`src/hdl/etfp_pkg.sv`:
```
package etfp_pkg;

  localparam int unsigned FRAC_BITS = 28;
  localparam int unsigned WORD_W    = 32;
  localparam int unsigned STEP_W    = 31;
  localparam int unsigned PIX_W     = 10;
  localparam int unsigned ITER_W    = 16;
  localparam int unsigned PROD_W    = PIX_W + STEP_W;
  localparam int unsigned SAT_W     = PROD_W + 3;
  localparam int unsigned MUL_W     = 2 * WORD_W;
  localparam int unsigned CFG_IDX_W = 4;

  localparam logic [CFG_IDX_W-1:0] REG_X_START    = 4'd0;
  localparam logic [CFG_IDX_W-1:0] REG_Y_START    = 4'd1;
  localparam logic [CFG_IDX_W-1:0] REG_X_STEP     = 4'd2;
  localparam logic [CFG_IDX_W-1:0] REG_Y_STEP     = 4'd3;
  localparam logic [CFG_IDX_W-1:0] REG_JULIA_MODE = 4'd4;
  localparam logic [CFG_IDX_W-1:0] REG_SEED_RE    = 4'd5;
  localparam logic [CFG_IDX_W-1:0] REG_SEED_IM    = 4'd6;
  localparam logic [CFG_IDX_W-1:0] REG_ITER_LIMIT = 4'd7;

  localparam logic [WORD_W-1:0] RST_X_START    = 32'hE000_0000;
  localparam logic [WORD_W-1:0] RST_Y_START    = 32'hECCC_CCCD;
  localparam logic [STEP_W-1:0] RST_X_STEP     = 31'd786432;
  localparam logic [STEP_W-1:0] RST_Y_STEP     = 31'd838861;
  localparam logic [ITER_W-1:0] RST_ITER_LIMIT = 16'd1000;

  typedef struct packed {
    logic [PIX_W-1:0] pixel_col;
    logic [PIX_W-1:0] pixel_row;
  } pixel_t;

  typedef struct packed {
    logic [ITER_W-1:0] iter_count;
    logic              in_set;
    logic [7:0]        red;
    logic [7:0]        green;
    logic [7:0]        blue;
  } result_t;

  typedef struct packed {
    logic [WORD_W-1:0] x_start;
    logic [WORD_W-1:0] y_start;
    logic [STEP_W-1:0] x_step;
    logic [STEP_W-1:0] y_step;
    logic              julia_mode;
    logic [WORD_W-1:0] seed_re;
    logic [WORD_W-1:0] seed_im;
    logic [ITER_W-1:0] iter_limit;
  } cfg_t;

  typedef struct packed {
    logic [WORD_W-1:0] zr;
    logic [WORD_W-1:0] zi;
    logic [WORD_W-1:0] cr;
    logic [WORD_W-1:0] ci;
  } work_t;

  function automatic logic [WORD_W-1:0] sat32(input logic signed [SAT_W-1:0] v);
    logic signed [SAT_W-1:0] hi;
    logic signed [SAT_W-1:0] lo;
    hi = SAT_W'($signed({1'b0, {(WORD_W-1){1'b1}}}));
    lo = -hi - SAT_W'(1);
    if (v > hi) begin
      return {1'b0, {(WORD_W-1){1'b1}}};
    end else if (v < lo) begin
      return {1'b1, {(WORD_W-1){1'b0}}};
    end else begin
      return v[WORD_W-1:0];
    end
  endfunction

endpackage

```
`src/hdl/etfp_front.sv`:
```
module etfp_front
  import etfp_pkg::*;
(
  input  logic   clk_i,
  input  logic   rst_ni,
  input  logic   start_i,
  input  pixel_t pix_i,
  input  cfg_t   cfg_i,
  output logic   busy_o,
  output logic   push_valid_o,
  input  logic   push_ready_i,
  output work_t  push_data_o
);

  logic              valid_q;
  logic [PROD_W-1:0] xprod_q;
  logic [PROD_W-1:0] yprod_q;
  logic              accept;
  logic              push;
  logic signed [SAT_W-1:0] px_sum;
  logic signed [SAT_W-1:0] py_sum;
  logic [WORD_W-1:0] px;
  logic [WORD_W-1:0] py;

  assign busy_o       = valid_q && !push_ready_i;
  assign accept       = start_i && !busy_o;
  assign push         = valid_q && push_ready_i;
  assign push_valid_o = valid_q;

  always_ff @(posedge clk_i or negedge rst_ni) begin
    if (!rst_ni) begin
      valid_q <= 1'b0;
    end else if (accept) begin
      valid_q <= 1'b1;
    end else if (push) begin
      valid_q <= 1'b0;
    end
  end

  always_ff @(posedge clk_i) begin
    if (accept) begin
      xprod_q <= PROD_W'(pix_i.pixel_col) * PROD_W'(cfg_i.x_step);
      yprod_q <= PROD_W'(pix_i.pixel_row) * PROD_W'(cfg_i.y_step);
    end
  end

  always_comb begin
    px_sum = $signed({{(SAT_W-WORD_W){cfg_i.x_start[WORD_W-1]}}, cfg_i.x_start})
           + $signed({{(SAT_W-PROD_W){1'b0}}, xprod_q});
    py_sum = $signed({{(SAT_W-WORD_W){cfg_i.y_start[WORD_W-1]}}, cfg_i.y_start})
           + $signed({{(SAT_W-PROD_W){1'b0}}, yprod_q});
    px = sat32(px_sum);
    py = sat32(py_sum);
    if (cfg_i.julia_mode) begin
      push_data_o = '{zr: px, zi: py, cr: cfg_i.seed_re, ci: cfg_i.seed_im};
    end else begin
      push_data_o = '{zr: '0, zi: '0, cr: px, ci: py};
    end
  end

endmodule

```
`config.mk`:
```
export PLATFORM = sky130hd
export DESIGN_NAME = etfp_front
export DESIGN_NICKNAME = d
export VERILOG_FILES = /design/src/hdl/etfp_pkg.sv /design/src/hdl/etfp_front.sv
export SDC_FILE = /design/constraint.sdc
export NUM_CORES = 2
export LEC_CHECK = 0
export ABC_AREA = 0
export BUFFER_PORTS_ARGS = -buffer_cell sky130_fd_sc_hd__buf_2
export CORE_ASPECT_RATIO = 0.9
export CORE_MARGIN = 1.5
export CORE_UTILIZATION = 58
export DETAILED_ROUTE_END_ITERATION = 8
export MAX_ROUTING_LAYER = met4
export PLACE_DENSITY = 0.88
export SYNTH_ARGS = -nofsm -noshare
export SYNTH_HDL_FRONTEND = slang
export SYNTH_SLANG_ARGS = --single-unit
```
`constraint.sdc`:
```
create_clock -name clk_i -period 8.9 [get_ports clk_i]
set_input_delay 1.335 -clock clk_i [delete_from_list [all_inputs] [get_ports clk_i]]
set_output_delay 1.335 -clock clk_i [all_outputs]
set_load 0.005 [all_outputs]
```
### Word level (Yosys, flattened, before mapping)

Index checks and enable logic that the tools add are counted.

* input port bits: 231
* logic and storage cells: 24
* register bits after elaboration: 83

* $lt $le $gt $ge: 4
* add/subtract/negate cells: 2
* mux-type cells: 7
* reductions and logical operators: 6
* multipliers: 2

Operators with widths (count)
* 128-bit two-way mux: 1
* 32-bit two-way mux: 4
* 32-bit by 42-bit adder with 43-bit output: 2
* 43-bit by 32-bit > comparator with 1-bit output (second input constant): 2
* 43-bit by 32-bit less-than comparator with 1-bit output (second input constant): 2
* 10-bit by 31-bit multiplier with 41-bit output: 2
* 1-bit logical AND: 3
* 1-bit zero test: 2
* 1-bit two-way mux: 2
* 2-bit nonzero test: 1

### Logic depth before layout (Yosys ltp)

* depth in word-level cells: 5
* depth in mapped cells: 23

### Worst setup path after synthesis

Ideal clock, no wire load.

* kind: input port to flip-flop
* start: input port pix_i[1] (netlist bit)
* end: register yprod_q[35] (data pin)
* arrival time: 7.016 ns
* buffers on the path: 1
* setup slack: 1.620 ns
* stages on the path: 21
* library setup time: 0.264 ns
* data required time: 8.636 ns
* path through: clkbuf_1 > nand2_1 > fa_1 > inv_1 > fa_1 > fa_1 > fa_1 > inv_1 > fa_1 > inv_1 > ha_1 > a21o_1 > a21o_1 > a2111oi_1 > o31ai_1 > a31oi_1 > o41ai_1 > o41ai_2 > nor2b_1 > o31a_1 > o41a_1

* word-level cells in the longest chain between the ends: 1

RTL lines
* start, declared: line etfp_front.sv:7 `input pixel_t pix_i,`
* 10-bit by 31-bit multiplier with 41-bit output: line etfp_front.sv:43 `yprod_q <= PROD_W'(pix_i.pixel_row) * PROD_W'(cfg_i.y_step);`
* end signal, assigned: line etfp_front.sv:43
* end, declared: line etfp_front.sv:17 `logic [PROD_W-1:0] yprod_q;`

Every way passes these cells.
A chain may end at the register's enable or synchronous reset.

### Worst setup path in the final report

* start: input port pix_i[4] (netlist bit)
* end: register yprod_q[35] (data pin)

The elaborated chain is that of the path after synthesis.

==> impl_metrics.csv <==
group,metric,value,unit
clock_tree,path_clk_slew,0.07,ns
synthesis,synth_edf_count,82,
global_route,grt_pass1_wl,130000,um
finish,final_common_cell,"nand2_1",
sta,fmax,0.130,GHz
global_route,met2_usage,48.5,%
power_and_ir_drop,power_density,394,nW/um2
synthesis,synth.top_cells.by_area,"fa_1 (32%), ha_1 (10%), edfxtp_1 (8.6%), and2_1 (7.3%), nand2_1 (6.2%)",
finish,layout_common_cells,"nand2_1 (474), inv_1 (463), fa_1 (462)",
setup_path,cp_data_required_time,9.01,ns
floorplan,start_util,58.6,%
power_and_ir_drop,vdd_drop_max,0.313,mV
finish,fin_nets,4496,
setup_path,worstPathArrival,7.81,ns
sta,worst_slack,1.20,ns
synthesis,synth_cells,3404,
clock_tree,post_cts_buffers,0,
finish,final_util,63.1,%
finish,drive_gt1_share,12.9,%
placement,routabilityCongestion,0.994,
clock_tree,cts_root_buf,"clkbuf_16",
setup_path,r2r_end,"xprod_q[6]",
clock_tree,worstSkewPairLatency,0.36,ns
floorplan,dieHeight,214,um
synthesis,synth_top_cell_by_area,"fa_1",
global_route,met3_usage,5.24,%
setup_path,setup.worst_path.class,"primary input to register",
detailed_routing,drc,0,
global_route,antenna_found_initial,25,
finish,area_delta_synth_final,7.68,%
setup_path,path_max_fanout,31,
sta,hold_violations,0,
synthesis,syn_area,28700,um2
synthesis,ys_types,77,
setup_path,start_kind,"primary input",
detailed_routing,ant_nets,0,
floorplan,die_area,50800,um2
sta,worst_hold_slack,0.564,ns
floorplan,core,48900,um2
placement,dp.cells,4188,
sta,rsz0062_at_grt,"no",
setup_path,r2r-start,"push_valid_o",
detailed_routing,first_pass_iters,6,
sta,finalMaxSlewViolations,0,
global_route,first_global_vias,25000,
clock_tree,tritoncts,"done",
clock_tree,cts_sinks,83,
synthesis,synthFlopType,"edfxtp_1",
global_route,grt-busiest-layer,"met2",
global_route,grt_use_met1,44.2,%
clock_tree,cts_resized,0,
synthesis,synth-seq-cells,83,
sta,final.setup_skew,0.0128,ns
floorplan,die_x,237,um
power_and_ir_drop,power.leakage,15.3,nW
floorplan,rows,77,
outcome,status,"complete, no violations",
synthesis,synth-async-reset-ratio,1.20,%
sta,slew_headroom,20.6,%
sta,tns,0,ns
synthesis,synth.avg_cell_area,8.43,um2
setup_path,r2r_setup_slack,7.04,ns
clock_tree,cts_buffers,9,
placement,dpl.hpwl,64500,um
synthesis,syn-num-nets,4333,
sta,min_period,7.70,ns
detailed_routing,avgViaCountPerCell,6.07,
setup_path,rr_worst_depth,2,
sta,fin_crit_sh,86.5,%
sta,tightest_slew,1.16,ns
synthesis,netlist.area_leader.share,32.2,%
hold_path,timing.hold.worst.class,"register to register",
detailed_routing,via_count,25700,
setup_path,endpoint_kind,"register",
detailed_routing,drt_iter0_drc,2254,
flow_run,drv_cap,0,
synthesis,ys.warnings.count,0,
clock_tree,cts_max_path_buffers,2,
finish,stdcell_count,4230,
detailed_routing,wire_per_inst,19.2,um
placement,port_buffers,344,
floorplan,ios,361,
synthesis,seq_area_frac_synth,8.67,%
hold_path,holdPathEnd,"push_valid_o",
sta,finalSetupViolCount,0,
global_route,grt-ovfl-total,0,
hold_path,min_delay_path_depth,2,
detailed_routing,wl,81400,um
clock_tree,hold_buffers,0,
hold_path,min_from,"push_valid_o",
global_route,grtUsageTotal,32.7,%
clock_tree,htree_levels,3,
global_route,grt_max_degree,83,
placement,place_ws,0.955,ns
-- routing by layer --
metal | wire length, um | vias up
met2 | 36300 | 1432
met1 | 33400 | 12500
met5 | 0 | -
met4 | 3880 | 0
li1 | - | 11500
met3 | 7790 | 255
-- cell families (layout without fill, tap and decap cells) --
kind of cell,after synthesis,after routing,share of synthesized area (%)
simple gates,1143,1143,19.6
fa+ha+maj,698,698,42.5
buf+inv,671,838,9.09
compound gates,668,668,15.8
xor+xnor,139,139,4.25
flops,83,83,8.67
mux,2,2,0.0785
other cells,0,27,0
-- where the power goes --
part           total [mW]  leakage, nW  switching (mW)  internal (mW)
registers            1.08        0.794          0.0712           1.01
clock network       0.420        0.147           0.174          0.246
logic                10.7         14.4            6.30           4.36
total                12.2         15.3            6.55           5.61
-- synth_stat cells, drive strengths merged, types with 5 or more instances --
library cell	instances
a211oi	57
o211ai	46
o21bai	30
nor3	27
o311ai	8
a21boi	8
o22ai	58
a21oi	161
o31a	5
and2	335
xnor2	101
a41oi	5
inv	464
clkbuf	164
ha	236
nand4	23
o21ai	84
and4	5
buf	43
fa	462
o21a	17
or2	26
a21o	64
edfxtp	82
nand3	33
a31o	36
nand2b	24
a211o	8
a31oi	25
or3	12
and3	19
nand2	474
nor2b	15
xor2	38
o31ai	15
nor2	134
-- cell type report --
| class | count | area (um2) |
|---|---|---|
| repair buffers | 359 | 1840 |
| fillers | 3941 | 18100 |
| flip-flops and latches | 83 | 2490 |
| clock inverters | 6 | 90.1 |
| well taps | 632 | 791 |
| inverters | 464 | 1740 |
| multi-input cells | 2650 | 23600 |
| clock buffers | 9 | 225 |
| diodes | 27 | 67.6 |
-- flip-flops by register name (all words and copies together) (netlist names) --
register      flops
yprod_q          41
xprod_q          41
push_valid_o      1
-- stage by stage --
stage | cell area [um2] | total power, mW
floorplan | 28700 | 8.87
global placement | 30500 | 11.1
detailed placement | 30500 | 11.5
CTS | 30800 | 12.0
global route | 30900 | 13.3
finish | 30900 | 12.2
-- worst max-delay path, cell delays in order --
cell	delay, ns
buf_2	0.52
nand2_1	0.20
fa_1	0.55
fa_1	0.56
inv_1	0.06
fa_1	0.39
fa_1	0.52
inv_1	0.06
fa_1	0.48
inv_1	0.04
ha_1	0.34
a21oi_1	0.17
o21ai_1	0.16
or3_1	0.36
o22a_1	0.29
a31oi_1	0.20
buf_4	0.17
o41ai_1	0.13
o41ai_2	0.54
nor2b_1	0.14
o31a_1	0.28
o41a_1	0.32
-- how the worst max path moves through the flow --
| stage | start | to | slack [ns] | depth (start not counted) |
|---|---|---|---|---|
| 2_1_floorplan | pix_i[1] | yprod_q[35] | 1.62 | 21 |
| 3_3_place_gp | pix_i[5] | yprod_q[35] | 1.13 | 21 |
| 3_5_place_dp | pix_i[4] | yprod_q[35] | 0.95 | 22 |
| 4_1_cts | pix_i[4] | yprod_q[35] | 1.32 | 22 |
| 5_1_grt | pix_i[4] | yprod_q[35] | 0.89 | 22 |
| 6_report | pix_i[4] | yprod_q[35] | 1.20 | 22 |
Power figures use the tool's default switching activity.
