$ cat src/hdl/etfp_pkg.sv
package etfp_pkg;

  localparam int unsigned FRAC_BITS = 28;
  localparam int unsigned WORD_W    = 32;
  localparam int unsigned STEP_W    = 31;
  localparam int unsigned PIX_W     = 10;
  localparam int unsigned ITER_W    = 16;
  localparam int unsigned PROD_W    = PIX_W + STEP_W;
  localparam int unsigned SAT_W     = PROD_W + 3;
  localparam int unsigned MUL_W     = 2 * WORD_W;
  localparam int unsigned CFG_IDX_W = 4;

  localparam logic [CFG_IDX_W-1:0] REG_X_START    = 4'd0;
  localparam logic [CFG_IDX_W-1:0] REG_Y_START    = 4'd1;
  localparam logic [CFG_IDX_W-1:0] REG_X_STEP     = 4'd2;
  localparam logic [CFG_IDX_W-1:0] REG_Y_STEP     = 4'd3;
  localparam logic [CFG_IDX_W-1:0] REG_JULIA_MODE = 4'd4;
  localparam logic [CFG_IDX_W-1:0] REG_SEED_RE    = 4'd5;
  localparam logic [CFG_IDX_W-1:0] REG_SEED_IM    = 4'd6;
  localparam logic [CFG_IDX_W-1:0] REG_ITER_LIMIT = 4'd7;

  localparam logic [WORD_W-1:0] RST_X_START    = 32'hE000_0000;
  localparam logic [WORD_W-1:0] RST_Y_START    = 32'hECCC_CCCD;
  localparam logic [STEP_W-1:0] RST_X_STEP     = 31'd786432;
  localparam logic [STEP_W-1:0] RST_Y_STEP     = 31'd838861;
  localparam logic [ITER_W-1:0] RST_ITER_LIMIT = 16'd1000;

  typedef struct packed {
    logic [PIX_W-1:0] pixel_col;
    logic [PIX_W-1:0] pixel_row;
  } pixel_t;

  typedef struct packed {
    logic [ITER_W-1:0] iter_count;
    logic              in_set;
    logic [7:0]        red;
    logic [7:0]        green;
    logic [7:0]        blue;
  } result_t;

  typedef struct packed {
    logic [WORD_W-1:0] x_start;
    logic [WORD_W-1:0] y_start;
    logic [STEP_W-1:0] x_step;
    logic [STEP_W-1:0] y_step;
    logic              julia_mode;
    logic [WORD_W-1:0] seed_re;
    logic [WORD_W-1:0] seed_im;
    logic [ITER_W-1:0] iter_limit;
  } cfg_t;

  typedef struct packed {
    logic [WORD_W-1:0] zr;
    logic [WORD_W-1:0] zi;
    logic [WORD_W-1:0] cr;
    logic [WORD_W-1:0] ci;
  } work_t;

  function automatic logic [WORD_W-1:0] sat32(input logic signed [SAT_W-1:0] v);
    logic signed [SAT_W-1:0] hi;
    logic signed [SAT_W-1:0] lo;
    hi = SAT_W'($signed({1'b0, {(WORD_W-1){1'b1}}}));
    lo = -hi - SAT_W'(1);
    if (v > hi) begin
      return {1'b0, {(WORD_W-1){1'b1}}};
    end else if (v < lo) begin
      return {1'b1, {(WORD_W-1){1'b0}}};
    end else begin
      return v[WORD_W-1:0];
    end
  endfunction

endpackage

$ cat src/hdl/etfp_fifo.sv
module etfp_fifo
  import etfp_pkg::*;
(
  input  logic  clk_i,
  input  logic  rst_ni,
  input  logic  push_i,
  input  work_t wdata_i,
  input  logic  pop_i,
  output work_t rdata_o,
  output logic  full_o,
  output logic  empty_o
);

  localparam int unsigned DEPTH = 2;
  localparam int unsigned PTR_W = $clog2(DEPTH);

  work_t            mem_q [DEPTH];
  logic [PTR_W-1:0] wr_ptr_q;
  logic [PTR_W-1:0] rd_ptr_q;
  logic [PTR_W:0]   count_q;
  logic             do_push;
  logic             do_pop;

  assign full_o  = (count_q == (PTR_W + 1)'(DEPTH));
  assign empty_o = (count_q == '0);
  assign do_push = push_i && !full_o;
  assign do_pop  = pop_i && !empty_o;
  assign rdata_o = mem_q[rd_ptr_q];

  always_ff @(posedge clk_i or negedge rst_ni) begin
    if (!rst_ni) begin
      wr_ptr_q <= '0;
      rd_ptr_q <= '0;
      count_q  <= '0;
    end else begin
      if (do_push) begin
        wr_ptr_q <= wr_ptr_q + PTR_W'(1);
      end
      if (do_pop) begin
        rd_ptr_q <= rd_ptr_q + PTR_W'(1);
      end
      if (do_push && !do_pop) begin
        count_q <= count_q + (PTR_W + 1)'(1);
      end else if (do_pop && !do_push) begin
        count_q <= count_q - (PTR_W + 1)'(1);
      end
    end
  end

  always_ff @(posedge clk_i) begin
    if (do_push) begin
      mem_q[wr_ptr_q] <= wdata_i;
    end
  end

endmodule

$ cat config.mk
export PLATFORM = sky130hd
export DESIGN_NAME = etfp_fifo
export DESIGN_NICKNAME = d
export VERILOG_FILES = /design/src/hdl/etfp_pkg.sv /design/src/hdl/etfp_fifo.sv
export SDC_FILE = /design/constraint.sdc
export NUM_CORES = 1
export LEC_CHECK = 0
export ABC_CLOCK_PERIOD_IN_PS = 7300
export BUFFER_PORTS_ARGS = -buffer_cell sky130_fd_sc_hd__clkbuf_2
export CAP_MARGIN = 40
export CORE_ASPECT_RATIO = 1.25
export CORE_MARGIN = 2
export CORE_UTILIZATION = 44
export DETAILED_ROUTE_END_ITERATION = 8
export HOLD_SLACK_MARGIN = 0.03
export PLACE_DENSITY_LB_ADDON = 0.15
export SLEW_MARGIN = 10
export SYNTH_ARGS = -nofsm -noshare
export SYNTH_HDL_FRONTEND = slang
export SYNTH_SLANG_ARGS = --single-unit
$ cat constraint.sdc
create_clock -name clk_i -period 7.3 [get_ports clk_i]
set_input_delay 0.365 -clock clk_i [delete_from_list [all_inputs] [get_ports clk_i]]
set_output_delay 0.365 -clock clk_i [all_outputs]
set_load 0.02 [all_outputs]
After elaboration in Yosys (flattened, before gate mapping)

Memory sizes are Yosys's and may differ from the RTL's.
Index checks and enable logic that the tools add are counted.

Memories: 1
Input bits: 132
Bits in writable memories: 256
Bits in registers: 4

Equal/unequal tests: 1
Reductions and logical operators: 10
Add/sub/neg operators: 4
Mux-type cells: 4

Memory list:

| memory | depth | width | rd ports | clocked after Yosys merged registers in | write ports | RTL line        | source |
|---|---|---|---|---|---|---|---|
| mem_q  | 2     | 128   | 1        | 0                                       | 1           | etfp_fifo.sv:17 | `work_t mem_q [DEPTH];` |

Operators with widths:

| cell                                                               | count |
|---|---|
| 1-bit logical AND                                                  | 4 |
| 1-bit zero test                                                    | 4 |
| 2-bit 2-to-1 mux                                                   | 2 |
| 1-bit adder, second input constant                                 | 2 |
| 2-bit by 1-bit adder with 2-bit output, second input constant      | 1 |
| 2-bit equality test, second input constant                         | 1 |
| 2-bit zero test                                                    | 1 |
| 1-bit 2-to-1 mux                                                   | 2 |
| 2-bit nonzero test                                                 | 1 |
| 2-bit by 1-bit subtractor with 2-bit output, second input constant | 1 |

Logic depth before layout (Yosys ltp)

Gate-level depths: netlist of run 1.

Depth in word-level cells: 7
Gate-level depth with buffers: 7

Least setup slack after synthesis of run 1

OpenSTA, ideal clock, no wires.

Path type: reg2reg
Start point: reg count_q[0]
End point: mem mem_q[0][0] (netlist name) (enable)
Path slack: 0.720 ns
Data required time: 6.684 ns
Cell stages (with the launch flop): 4
Arrival: 5.963 ns
Cells stage by stage: dfrtp_1 nand2b_1 nand2_1 nor2_1

Longest elaborated chain between the ends: 5

RTL lines:

| what                                   | RTL line        | source |
|---|---|---|
| start, declared                        | etfp_fifo.sv:20 | `logic [PTR_W:0] count_q;` |
| start signal, assigned                 | etfp_fifo.sv:43 | `count_q <= count_q + (PTR_W + 1)'(1);` |
| start signal, assigned                 | etfp_fifo.sv:45 | `count_q <= count_q - (PTR_W + 1)'(1);` |
| 2-bit equality test                    | etfp_fifo.sv:24 | `assign full_o = (count_q == (PTR_W + 1)'(DEPTH));` |
| 1-bit zero test                        | etfp_fifo.sv:26 | `assign do_push = push_i && !full_o;` |
| 1-bit logical AND                      | etfp_fifo.sv:26 |  |
| 1-bit 2-to-1 mux                       | etfp_fifo.sv:51 | `if (do_push) begin` |
| 1-bit 2-to-1 mux (implied by the code) | etfp_fifo.sv:52 | `mem_q[wr_ptr_q] <= wdata_i;` |
| end, declared                          | etfp_fifo.sv:17 |  |

No other way between the ends.

==> run metrics, run 1 <==
Synth Cell Area=9477 um2; initial antenna violation count=0; CP max FO=65; maximum clock rate=0.3290 GHz; Max Cap Violations=0; DP Area=11,100 um2; Vias=4,991; Longest Clk Path Bufs=3; I/O Buffers=261; Post-DRT Antenna Nets=0; endpoints failing setup=0; CTS tree=yes; final net count=886; Initial Util=44.45%; top area cells in the synthesized netlist=edfxtp_1 (81%), mux2_2 (15%), buf_6 (1.5%), dfrtp_1 (1.1%), xnor2_1 (0.28%); Setup crit end kind=primary output; Fin Setup TNS=0 ns; area occupied by multi-input gates=1543 um2; Data arrival, critical path=2.67 ns; YS warnings=0; Post-synth top flop=edfxtp_1; Bufs and invs on worst path=3; status=finished clean; Root Buffer=clkbuf_16; Synth Register Bits=260; global route overflow=0; CTS Buf Count=26; Clock Skew=0.007046 ns; synth unique cells=14; register area=7791 um2; worst slew pin tran=0.8522 ns; Starting DRT DRC Count=230; vias per cell=4.753; layout cells sized above 1=56.16%; register area share after synthesis=82.18%; Final min period=3.039 ns; Die H=168.1 um; count leader, synth=edfxtp_1; DP HPWL=12,330 um; worst endpoint required time=6.93 ns; # IOs=262; wire length per cell=17.82 um; GR Util All Layers=16.07%; Row Count=60; Yosys top cell by area=edfxtp_1; filler cell count=1,704; DRC Markers=0; global-route wire length before repair=28,160 um; pin count of the biggest net entering global routing=66; most common library cells after synthesis=edfxtp_1 (256), mux2_2 (128), buf_6 (13), dfrtp_1 (4); RSZ-0062 raised after global routing=no; final wirelength=18,710 um; CP Launch Type=flip-flop; DIE AREA=22,740 um2; Post-Syn Area per Cell=22.73 um2; die extent in x=135.3 um; H-tree depth=1; syn_nets=550; CP delay by family, top=flip-flops; post-synth top area share=81.12%; CP cell instances=buf_4 > buf_16 > mux2_2 > clkbuf_2; Mapped Cells=417; Hold Slack=0.05067 ns; Worst slew margin=43.19%; Hold Vio Cnt, Final=0; FFs w/ async S/R, synth=1.538%; Max VDD drop=0.0002210 V; critical path class=reg2out; Slew Viols, Final=0; EDFF count, synth=256; diode count=0; Post-CTS Setup Inserts=0; Final period util=41.63%; Pleak=4.745 nW; Worst-path clk slew=0.06 ns; routability cong.=0.7165; Worst-Skew Late Latency=0.51 ns; drt pass-1 iters=4; Slowest Stage Delay on Critical Path=0.97 ns; final instance area=12,450 um2; vias in the first global route=5,301; Power Density=405.7 nW/um2; clk sinks=260; slowest CP cell=dfrtp_4; Hold Crit Class=in2reg; Area Growth Syn to Fin=31.42%; area of the core=21,320 um2
## worst reg2reg max path, delay by kind of cell, from the launching register on
kind,cells,cell delay (ns)
buffers and inverters,2,0.95
flip-flops,1,0.43
AND/OR/NAND/NOR,2,0.92
## path summary, 6_finish.rpt
kind / startpoint / endpoint / slack, ns / depth (start not counted)
worst max-delay path: rd_ptr_q$_DFFE_PN0P_ / rdata_o[55] / 4.26 / 4
worst min-delay path: wdata_i[84] / mem_q[1][84]$_DFFE_PP_ / 0.05 / 1
worst max register to register: count_q[0]$_DFFE_PN0P_ / mem_q[1][104]$_DFFE_PP_ / 4.65 / 4
worst min register to register: count_q[1]$_DFFE_PN0P_ / count_q[1]$_DFFE_PN0P_ / 0.54 / 1
max in group asynchronous: rst_ni / rd_ptr_q$_DFFE_PN0P_ / 6.93 / 2
min in group asynchronous: rst_ni / count_q[1]$_DFFE_PN0P_ / 0.22 / 2
## report_power, final
part | internal, W | switching, W
sequential | 0.00204 | 0.000143
combinational | 0.000647 | 0.000963
clock | 0.000741 | 0.000519
total | 0.00343 | 0.00162
## repair_timing
| action | 4_1_cts | 5_1_grt |
|---|---|---|
| hold buffers | 50 | 4 |
| gates resized for setup | 0 | 0 |
| endpoints found under the hold margin | 92 | 6 |
## metrics by stage
step	instances	power, W	utilization [%]	setup slack, ns
after floorplan	417	0.003365	-	0.7205
after global placement	947	0.003776	51.72	4.445
after detailed placement	950	0.003841	52.07	4.596
after CTS	1046	0.005135	58.23	4.170
after global routing	1050	0.005292	58.42	4.089
final	1050	0.005053	58.42	4.261
## cells in the final DEF (no fill, tap or decap)
cell,Yosys,final
mux2_2,128,128
clkbuf_1,0,3
clkinv_1,0,9
xnor2_1,3,3
edfxtp_1,256,256
nand2b_1,1,1
nor2_1,3,2
dfrtp_1,4,3
and3_4,0,1
clkbuf_16,0,27
buf_16,0,2
bufinv_16,0,2
dfrtp_4,0,1
o21ai_0,1,1
ha_1,1,1
nand2_1,1,1
inv_8,0,1
dlygate4sd3_1,0,54
buf_12,0,1
nor2_4,0,1
xor2_1,2,2
clkinv_2,0,4
clkbuf_2,0,261
buf_4,0,4
inv_1,2,2
## per-layer routing
layer	wire, um	share of wire [%]	GRT usage [%]
met5	0	0	0
met4	352	1.9	4.801
met3	1173	6.3	3.794
met2	9945	53	29.02
met1	7240	39	18.98
## sequential cells by signal, summed over array words and instances (netlist names)
signal	count
wr_ptr_q	1
count_q	2
mem_q	256
rd_ptr_q	1
## area by class of cell
type                            instances  share of cell area (%)
Sequential cell                       260                   62.56
Tap cell                              279                   2.803
Multi-Input combinational cell        141                   12.39
Clock buffer                           30                   5.515
Inverter                                2                 0.06028
Timing Repair Buffer                  322                   15.67
Clock inverter                         16                   1.005
## cell families after synthesis
kind of cell / count (synthesis) / share of synthesized area (%)
compound gates: 1 / 0.05276
xor+xnor: 5 / 0.4622
fa+ha+maj: 1 / 0.1320
buf+inv: 16 / 1.677
flops: 260 / 82.18
mux: 128 / 15.21
simple gates: 6 / 0.2905
No activity file was read; power rests on OpenSTA's default activity.
==> inputs of run 2 (changes only) <==
--- a/config.mk
+++ b/config.mk
@@ -5,7 +5,7 @@
 export SDC_FILE = /design/constraint.sdc
 export NUM_CORES = 1
 export LEC_CHECK = 0
-export ABC_CLOCK_PERIOD_IN_PS = 7300
+export ABC_CLOCK_PERIOD_IN_PS = 2800
 export BUFFER_PORTS_ARGS = -buffer_cell sky130_fd_sc_hd__clkbuf_2
 export CAP_MARGIN = 40
 export CORE_ASPECT_RATIO = 1.25
==> constraint.sdc (replaced) <==
create_clock -name clk_i -period 2.8 [get_ports clk_i]
set_input_delay 0.14 -clock clk_i [delete_from_list [all_inputs] [get_ports clk_i]]
set_output_delay 0.14 -clock clk_i [all_outputs]
set_load 0.02 [all_outputs]
==> run 2 against run 1 <==
  * Utilization rose by 3.9 points
  * Highest routed layer unchanged
  * Largest power group unchanged
  * Worst hold slack better by 0.30 ns
  * First-iteration DRC count up 6.5%
  * Clock power rose to 2.6 times the previous value
  * Die area is the same
  * Global-route usage up 0.68 points
  * Combinational power grew to 2.7 times the previous value
  * Power grew to 2.6 times the previous value
  * Non-clock buffer count grew 81
  * Sequential power grew to 2.6 times the previous value
  * Worst setup slack worse by 3.8 ns
==> run metrics, run 2 (same netlist as run 1, synthesis figures left out) <==
Max VDD drop=0.0009829 V (was 0.0002210 V); Hold Slack=0.3503 ns (was 0.05067 ns); initial antenna violation count=0 (unchanged); status=finished clean (unchanged); Starting DRT DRC Count=245 (was 230); drt pass-1 iters=4 (unchanged); Worst R2R Setup Slack=0.95 ns (was 4.65 ns); wire length per cell=17.30 um (was 17.82 um); CTS Buf Count=26 (unchanged); critical path class=reg2out (unchanged); Hold Vio Cnt, Final=0 (unchanged); H-tree depth=1 (unchanged); vias in the first global route=5,816 (was 5,301); Post-DRT Antenna Nets=0 (unchanged); endpoints failing setup=0 (unchanged); CTS tree=yes (unchanged); pin count of the biggest net entering global routing=54 (was 66); CP Launch Type=flip-flop (unchanged); Worst-path clk slew=0.06 ns (about the same); top flop regs=mem_q x256, count_q x2 (unchanged); Final min period=2.297 ns; area of the core=21,320 um2 (unchanged); worst slew pin tran=0.4815 ns (was 0.8522 ns); Vias=5,333 (was 4,991); Worst slew margin=67.82% (was 43.19%); final instance area=13,280 um2 (was 12,450 um2); vias per cell=4.724 (was 4.753); max reg flops=256 (unchanged); Hold Crit Class=in2reg (unchanged); DP HPWL=12,560 um (was 12,330 um); Initial Util=44.45% (unchanged); # IOs=262 (unchanged); DIE AREA=22,740 um2 (unchanged); Pleak=5.092 nW (was 4.745 nW); Reg2Reg Launch Point=count_q[0]$_DFFE_PN0P_ (unchanged); routability cong.=0.7777 (was 0.7165); DRC Markers=0 (unchanged); Root Buffer=clkbuf_16 (unchanged); Setup crit end kind=primary output (unchanged); clk sinks=260 (unchanged); hold path start=wdata_i[85] (was wdata_i[84]); RSZ-0062 raised after global routing=no (unchanged); diode count=0 (unchanged); most common cell after layout, fill and taps aside=clkbuf_2 (unchanged); CP max FO=52 (was 65); maximum clock rate=0.4354 GHz; Max Cap Violations=0 (unchanged); Hold Path End=mem_q[1][85]$_DFFE_PP_ (was mem_q[1][84]$_DFFE_PP_); Fin Setup TNS=0 ns (unchanged); most frequent cells in the layout=clkbuf_2 (261), edfxtp_1 (256), dlygate4sd3_1 (132) (was clkbuf_2 (261), edfxtp_1 (256), mux2_2 (128)); final net count=967 (was 886); Power Density=1003 nW/um2 (was 405.7 nW/um2); die extent in x=135.3 um (unchanged); RR Endpoint=mem_q[1][73]$_DFFE_PP_ (was mem_q[1][104]$_DFFE_PP_); final wirelength=19,530 um (was 18,710 um); Row Count=60 (unchanged); Die H=168.1 um (unchanged); R2R cell count=3 (was 4); GR Util All Layers=16.74% (was 16.07%); Longest Clk Path Bufs=3 (unchanged); DP Area=11,150 um2 (was 11,100 um2); layout cells sized above 1=51.76% (was 56.16%); global route overflow=0 (unchanged); Worst-Skew Late Latency=0.51 ns (about the same); Clock Skew=0.01040 ns (was 0.007046 ns); filler cell count=1,588 (was 1,704); CTS resizes=0 (unchanged); hold path depth=2 (was 1); Slew Viols, Final=0 (unchanged); worst endpoint required time=2.66 ns (was 6.93 ns); I/O Buffers=261 (unchanged); Data arrival, critical path=2.16 ns (was 2.67 ns); Biggest register=mem_q (unchanged); global-route wire length before repair=29,520 um (was 28,160 um); Final period util=82.02%; Area Growth Syn to Fin=40.14% (was 31.42%)
-- run 2: worst max path at each step --
stage,from,slack [ns],endpoint
finish,rd_ptr_q$_DFFE_PN0P_,0.50,rdata_o[72]
global route,rd_ptr_q$_DFFE_PN0P_,0.42,rdata_o[72]
CTS,rd_ptr_q$_DFFE_PN0P_,0.47,rdata_o[70]
detailed placement,count_q[0]$_DFFE_PN0P_,0.97,mem_q[1][125]$_DFFE_PP_
global placement,count_q[0]$_DFFE_PN0P_,1.04,mem_q[1][86]$_DFFE_PP_
floorplan,count_q[0]$_DFFE_PN0P_,-0.13,mem_q[0][0]$_DFFE_PP_
-- run 2: worst max-delay path, cell delays in order, from the launching register on --
cell and delay (ns):
dfrtp_4 0.69, buf_12 0.32, mux2_2 0.39, clkbuf_2 0.17
-- run 2: final cells by class --
| class | instances | area (um2) | share of cell area (%) |
|---|---|---|---|
| Inverter | 2 | 7.507 | 0.05653 |
| Timing Repair Buffer | 403 | 2765 | 20.82 |
| Multi-Input combinational cell | 141 | 1558 | 11.73 |
| Clock inverter | 14 | 122.6 | 0.9233 |
| Sequential cell | 260 | 7791 | 58.67 |
| Tap cell | 279 | 349.1 | 2.629 |
| Clock buffer | 30 | 686.9 | 5.172 |
-- run 2: timing repair --
action                                 4_1_cts  5_1_grt
hold buffers                               132        0
endpoints found under the hold margin      262        0
buffers inserted                             0        0
-- run 2: power by group --
part / internal [W] / leakage [nW] / switching (W)
Sequential: 0.00532 / 2.42 / 0.000296
Clock: 0.00193 / 0.398 / 0.00136
Combinational: 0.00179 / 2.27 / 0.00263
-- run 2: per-layer routing --
metal / track usage [%] / up-vias / share of wire, %
met5: 0 / - / 0
met4: 5.978 / 0 / 2.8
met3: 4.246 / 39 / 6.9
met2: 31.56 / 184 / 54
met1: 17.92 / 2611 / 36
li1: - / 2499 / -
-- run 2: stage by stage --
stage / std cells / utilization, % / power, W / worst slack [ns]
2_1_floorplan: 417 / - / 0.008687 / -0.1347
3_3_place_gp: 953 / 52.29 / 0.009942 / 1.040
3_5_place_dp: 953 / 52.29 / 0.01003 / 0.9653
4_1_cts: 1129 / 62.29 / 0.01349 / 0.4720
5_1_grt: 1129 / 62.29 / 0.01395 / 0.4218
6_report: 1129 / 62.29 / 0.01332 / 0.5034
==> inputs of run 3 (changes only) <==
--- a/config.mk
+++ b/config.mk
@@ -5,7 +5,7 @@
 export SDC_FILE = /design/constraint.sdc
 export NUM_CORES = 1
 export LEC_CHECK = 0
-export ABC_CLOCK_PERIOD_IN_PS = 2800
+export ABC_CLOCK_PERIOD_IN_PS = 2050
 export BUFFER_PORTS_ARGS = -buffer_cell sky130_fd_sc_hd__clkbuf_2
 export CAP_MARGIN = 40
 export CORE_ASPECT_RATIO = 1.25
==> constraint.sdc (replaced) <==
create_clock -name clk_i -period 2.05 [get_ports clk_i]
set_input_delay 0.1025 -clock clk_i [delete_from_list [all_inputs] [get_ports clk_i]]
set_output_delay 0.1025 -clock clk_i [all_outputs]
set_load 0.02 [all_outputs]
==> run 3 against run 2 <==
  * Sequential share of layout area is 0.11 points higher
  * Count of clock-buffer cells in the layout is 3 higher
  * Critical path type unchanged
  * Cell count hardly changed
  * Highest routed layer unchanged
  * Worst setup slack worse by 0.42 ns
  * Via count is 0.43% lower
  * Routed wire length is 2.6% lower
  * Sequential power is 35% higher
  * Global-route usage is 0.56 points lower
  * Die area stayed put
  * Final area is 0.19% lower
  * Sequential cell count stayed put
  * First-iteration DRC count is 25% higher
==> run metrics, run 3 (same netlist as run 1, synthesis figures left out) <==
Row Count=60 (unchanged); CTS Buf Count=25 (was 26); DP Worst Slack=0.4833 ns (was 0.9653 ns); Metal-1 WL=6763 um (was 7024 um); area of the core=21,320 um2 (unchanged); Clock Skew=0.005064 ns (was 0.01040 ns); worst slew pin tran=0.3758 ns (was 0.4815 ns); Longest Clk Path Bufs=3 (unchanged); Worst-path clk slew=0.06 ns (about the same); # IOs=262 (unchanged); Biggest register=mem_q (unchanged); vias per cell=4.707 (was 4.724); I/O Buffers=261 (unchanged); Die H=168.1 um (unchanged); routability cong.=0.7262 (was 0.7777); status=finished clean (unchanged); RSZ-0062 raised after global routing=no (unchanged); Hold Vio Cnt, Final=0 (unchanged); CP max FO=54 (was 52); Vias=5,310 (was 5,333); Worst-Skew Late Latency=0.50 ns (was 0.51 ns); Fin Setup TNS=0 ns (unchanged); top flop regs=mem_q x256, count_q x2 (unchanged); Post-DRT Antenna Nets=0 (unchanged); Pleak=5.066 nW (was 5.092 nW); most common cell after layout, fill and taps aside=clkbuf_2 (unchanged); final instance area=13,260 um2 (was 13,280 um2); final net count=965 (was 967); Power Density=1363 nW/um2 (was 1003 nW/um2); pin count of the biggest net entering global routing=76 (was 54); Top Layer Used=met4 (unchanged); Data arrival, critical path=1.87 ns (was 2.16 ns); Slowest Stage Delay on Critical Path=0.48 ns (was 0.69 ns); wire length per cell=16.87 um (was 17.30 um); DIE AREA=22,740 um2 (unchanged); most frequent cells in the layout=clkbuf_2 (261), edfxtp_1 (256), dlygate4sd3_1 (132) (unchanged); GR Util All Layers=16.18% (was 16.74%); Max VDD drop=0.0009649 V (was 0.0009829 V); Hold Slack=0.3286 ns (was 0.3503 ns); post-route insts no fill=1,128 (was 1,129); Hold Crit Class=in2reg (unchanged); die extent in x=135.3 um (unchanged); CP Launch Type=flip-flop (unchanged); vias in the first global route=5,729 (was 5,816); Area Growth Syn to Fin=39.87% (was 40.14%); Initial Util=44.45% (unchanged); Bufs and invs on worst path=2 (unchanged); Post-CTS Setup Inserts=0 (unchanged); DP HPWL=11,750 um (was 12,560 um); DRC Markers=0 (unchanged); DR WL met2=10,460 um (was 10,620 um); slowest CP cell=dfrtp_4 (unchanged); final wirelength=19,030 um (was 19,530 um); CTS tree=yes (unchanged); Worst slew margin=74.95% (was 67.82%); initial antenna violation count=1 (was 0); global route overflow=0 (unchanged); endpoints failing setup=0 (unchanged); Starting DRT DRC Count=307 (was 245); clk sinks=260 (unchanged); setup ws final=0.08241 ns (was 0.5034 ns); worst endpoint required time=1.95 ns (was 2.66 ns); max reg flops=256 (unchanged); critical path class=reg2out (unchanged); placed cells=951 (was 953); DP Area=11,150 um2 (about the same); layout cells sized above 1=51.06% (was 51.76%); Final period util=95.98%; maximum clock rate=0.5082 GHz; Slew Viols, Final=0 (unchanged); global-route wire length before repair=28,710 um (was 29,520 um); WL met3=1285 um (was 1340 um); Root Buffer=clkbuf_16 (unchanged); drt pass-1 iters=4 (unchanged); Final min period=1.968 ns; CP cell instances=buf_12 > mux2_2 > clkbuf_2 (unchanged); Max Cap Violations=0 (unchanged); CP delay by family, top=flip-flops (unchanged); H-tree depth=1 (unchanged); Setup crit end kind=primary output (unchanged)
## run 3: cell count changes in the layout (fill, tap and decap cells not counted), sizes merged
cell	change
clkinv	-3
diode	+1
buf	-2
inv	-1
clkbuf	+4
## run 3: final timing paths
path                                             start                      end  slack, ns  cells after the start
worst min-delay path                       wdata_i[31]   mem_q[1][31]$_DFFE_PP_       0.33                      2
worst max-delay path              rd_ptr_q$_DFFE_PN0P_             rdata_o[110]       0.08                      3
max in group asynchronous                       rst_ni     rd_ptr_q$_DFFE_PN0P_       1.32                      3
min in group asynchronous                       rst_ni     wr_ptr_q$_DFFE_PN0P_       0.52                      3
worst min register to register    wr_ptr_q$_DFFE_PN0P_     wr_ptr_q$_DFFE_PN0P_       0.56                      1
worst max register to register  count_q[0]$_DFFE_PN0P_  mem_q[0][117]$_DFFE_PP_       0.47                      4
## run 3: area by class of cell
| cell class | count | area, um2 |
|---|---|---|
| Clock inverter | 10 | 96.34 |
| Fill cell | 1586 | 8065 |
| Sequential cell | 260 | 7791 |
| Antenna cell | 1 | 2.502 |
| Timing Repair Buffer | 402 | 2795 |
| Inverter | 2 | 7.507 |
| Tap cell | 279 | 349.1 |
| Multi-Input combinational cell | 141 | 1558 |
| Clock buffer | 33 | 655.6 |
## run 3: metal layers
layer / vias up / track usage [%]
met2: 169 / 30.79
met5: - / 0
li1: 2500 / -
met1: 2601 / 17.32
met3: 40 / 3.945
met4: 0 / 5.435
## run 3: per-stage QoR
step                power (W)  util [%]
floorplan             0.01187         -
global placement      0.01355     52.28
detailed placement    0.01369     52.28
CTS                   0.01819     62.01
global route          0.01890     62.17
finish                0.01806     62.17
## run 3: what timing repair did
action / 4_1_cts / 5_1_grt
hold buffers: 132 / 0
hold endpoints to repair: 262 / 0
endpoints found under the setup margin: 0 / 69
resized for setup: 0 / 1
## run 3: power by group
group          total, W  leakage [nW]  switching (W)  internal [W]
Combinational   0.00626          2.28        0.00375       0.00251
Clock           0.00425         0.362        0.00176       0.00248
Sequential      0.00755          2.42       0.000292       0.00726
Total            0.0181          5.07        0.00581        0.0123
## run 3: worst register-to-register path, stage by stage (launching register included)
cell and delay [ns]:
dfrtp_1 0.43, nand2b_4 0.19, nand2_4 0.07, nor2_4 0.18
buf_12 0.33
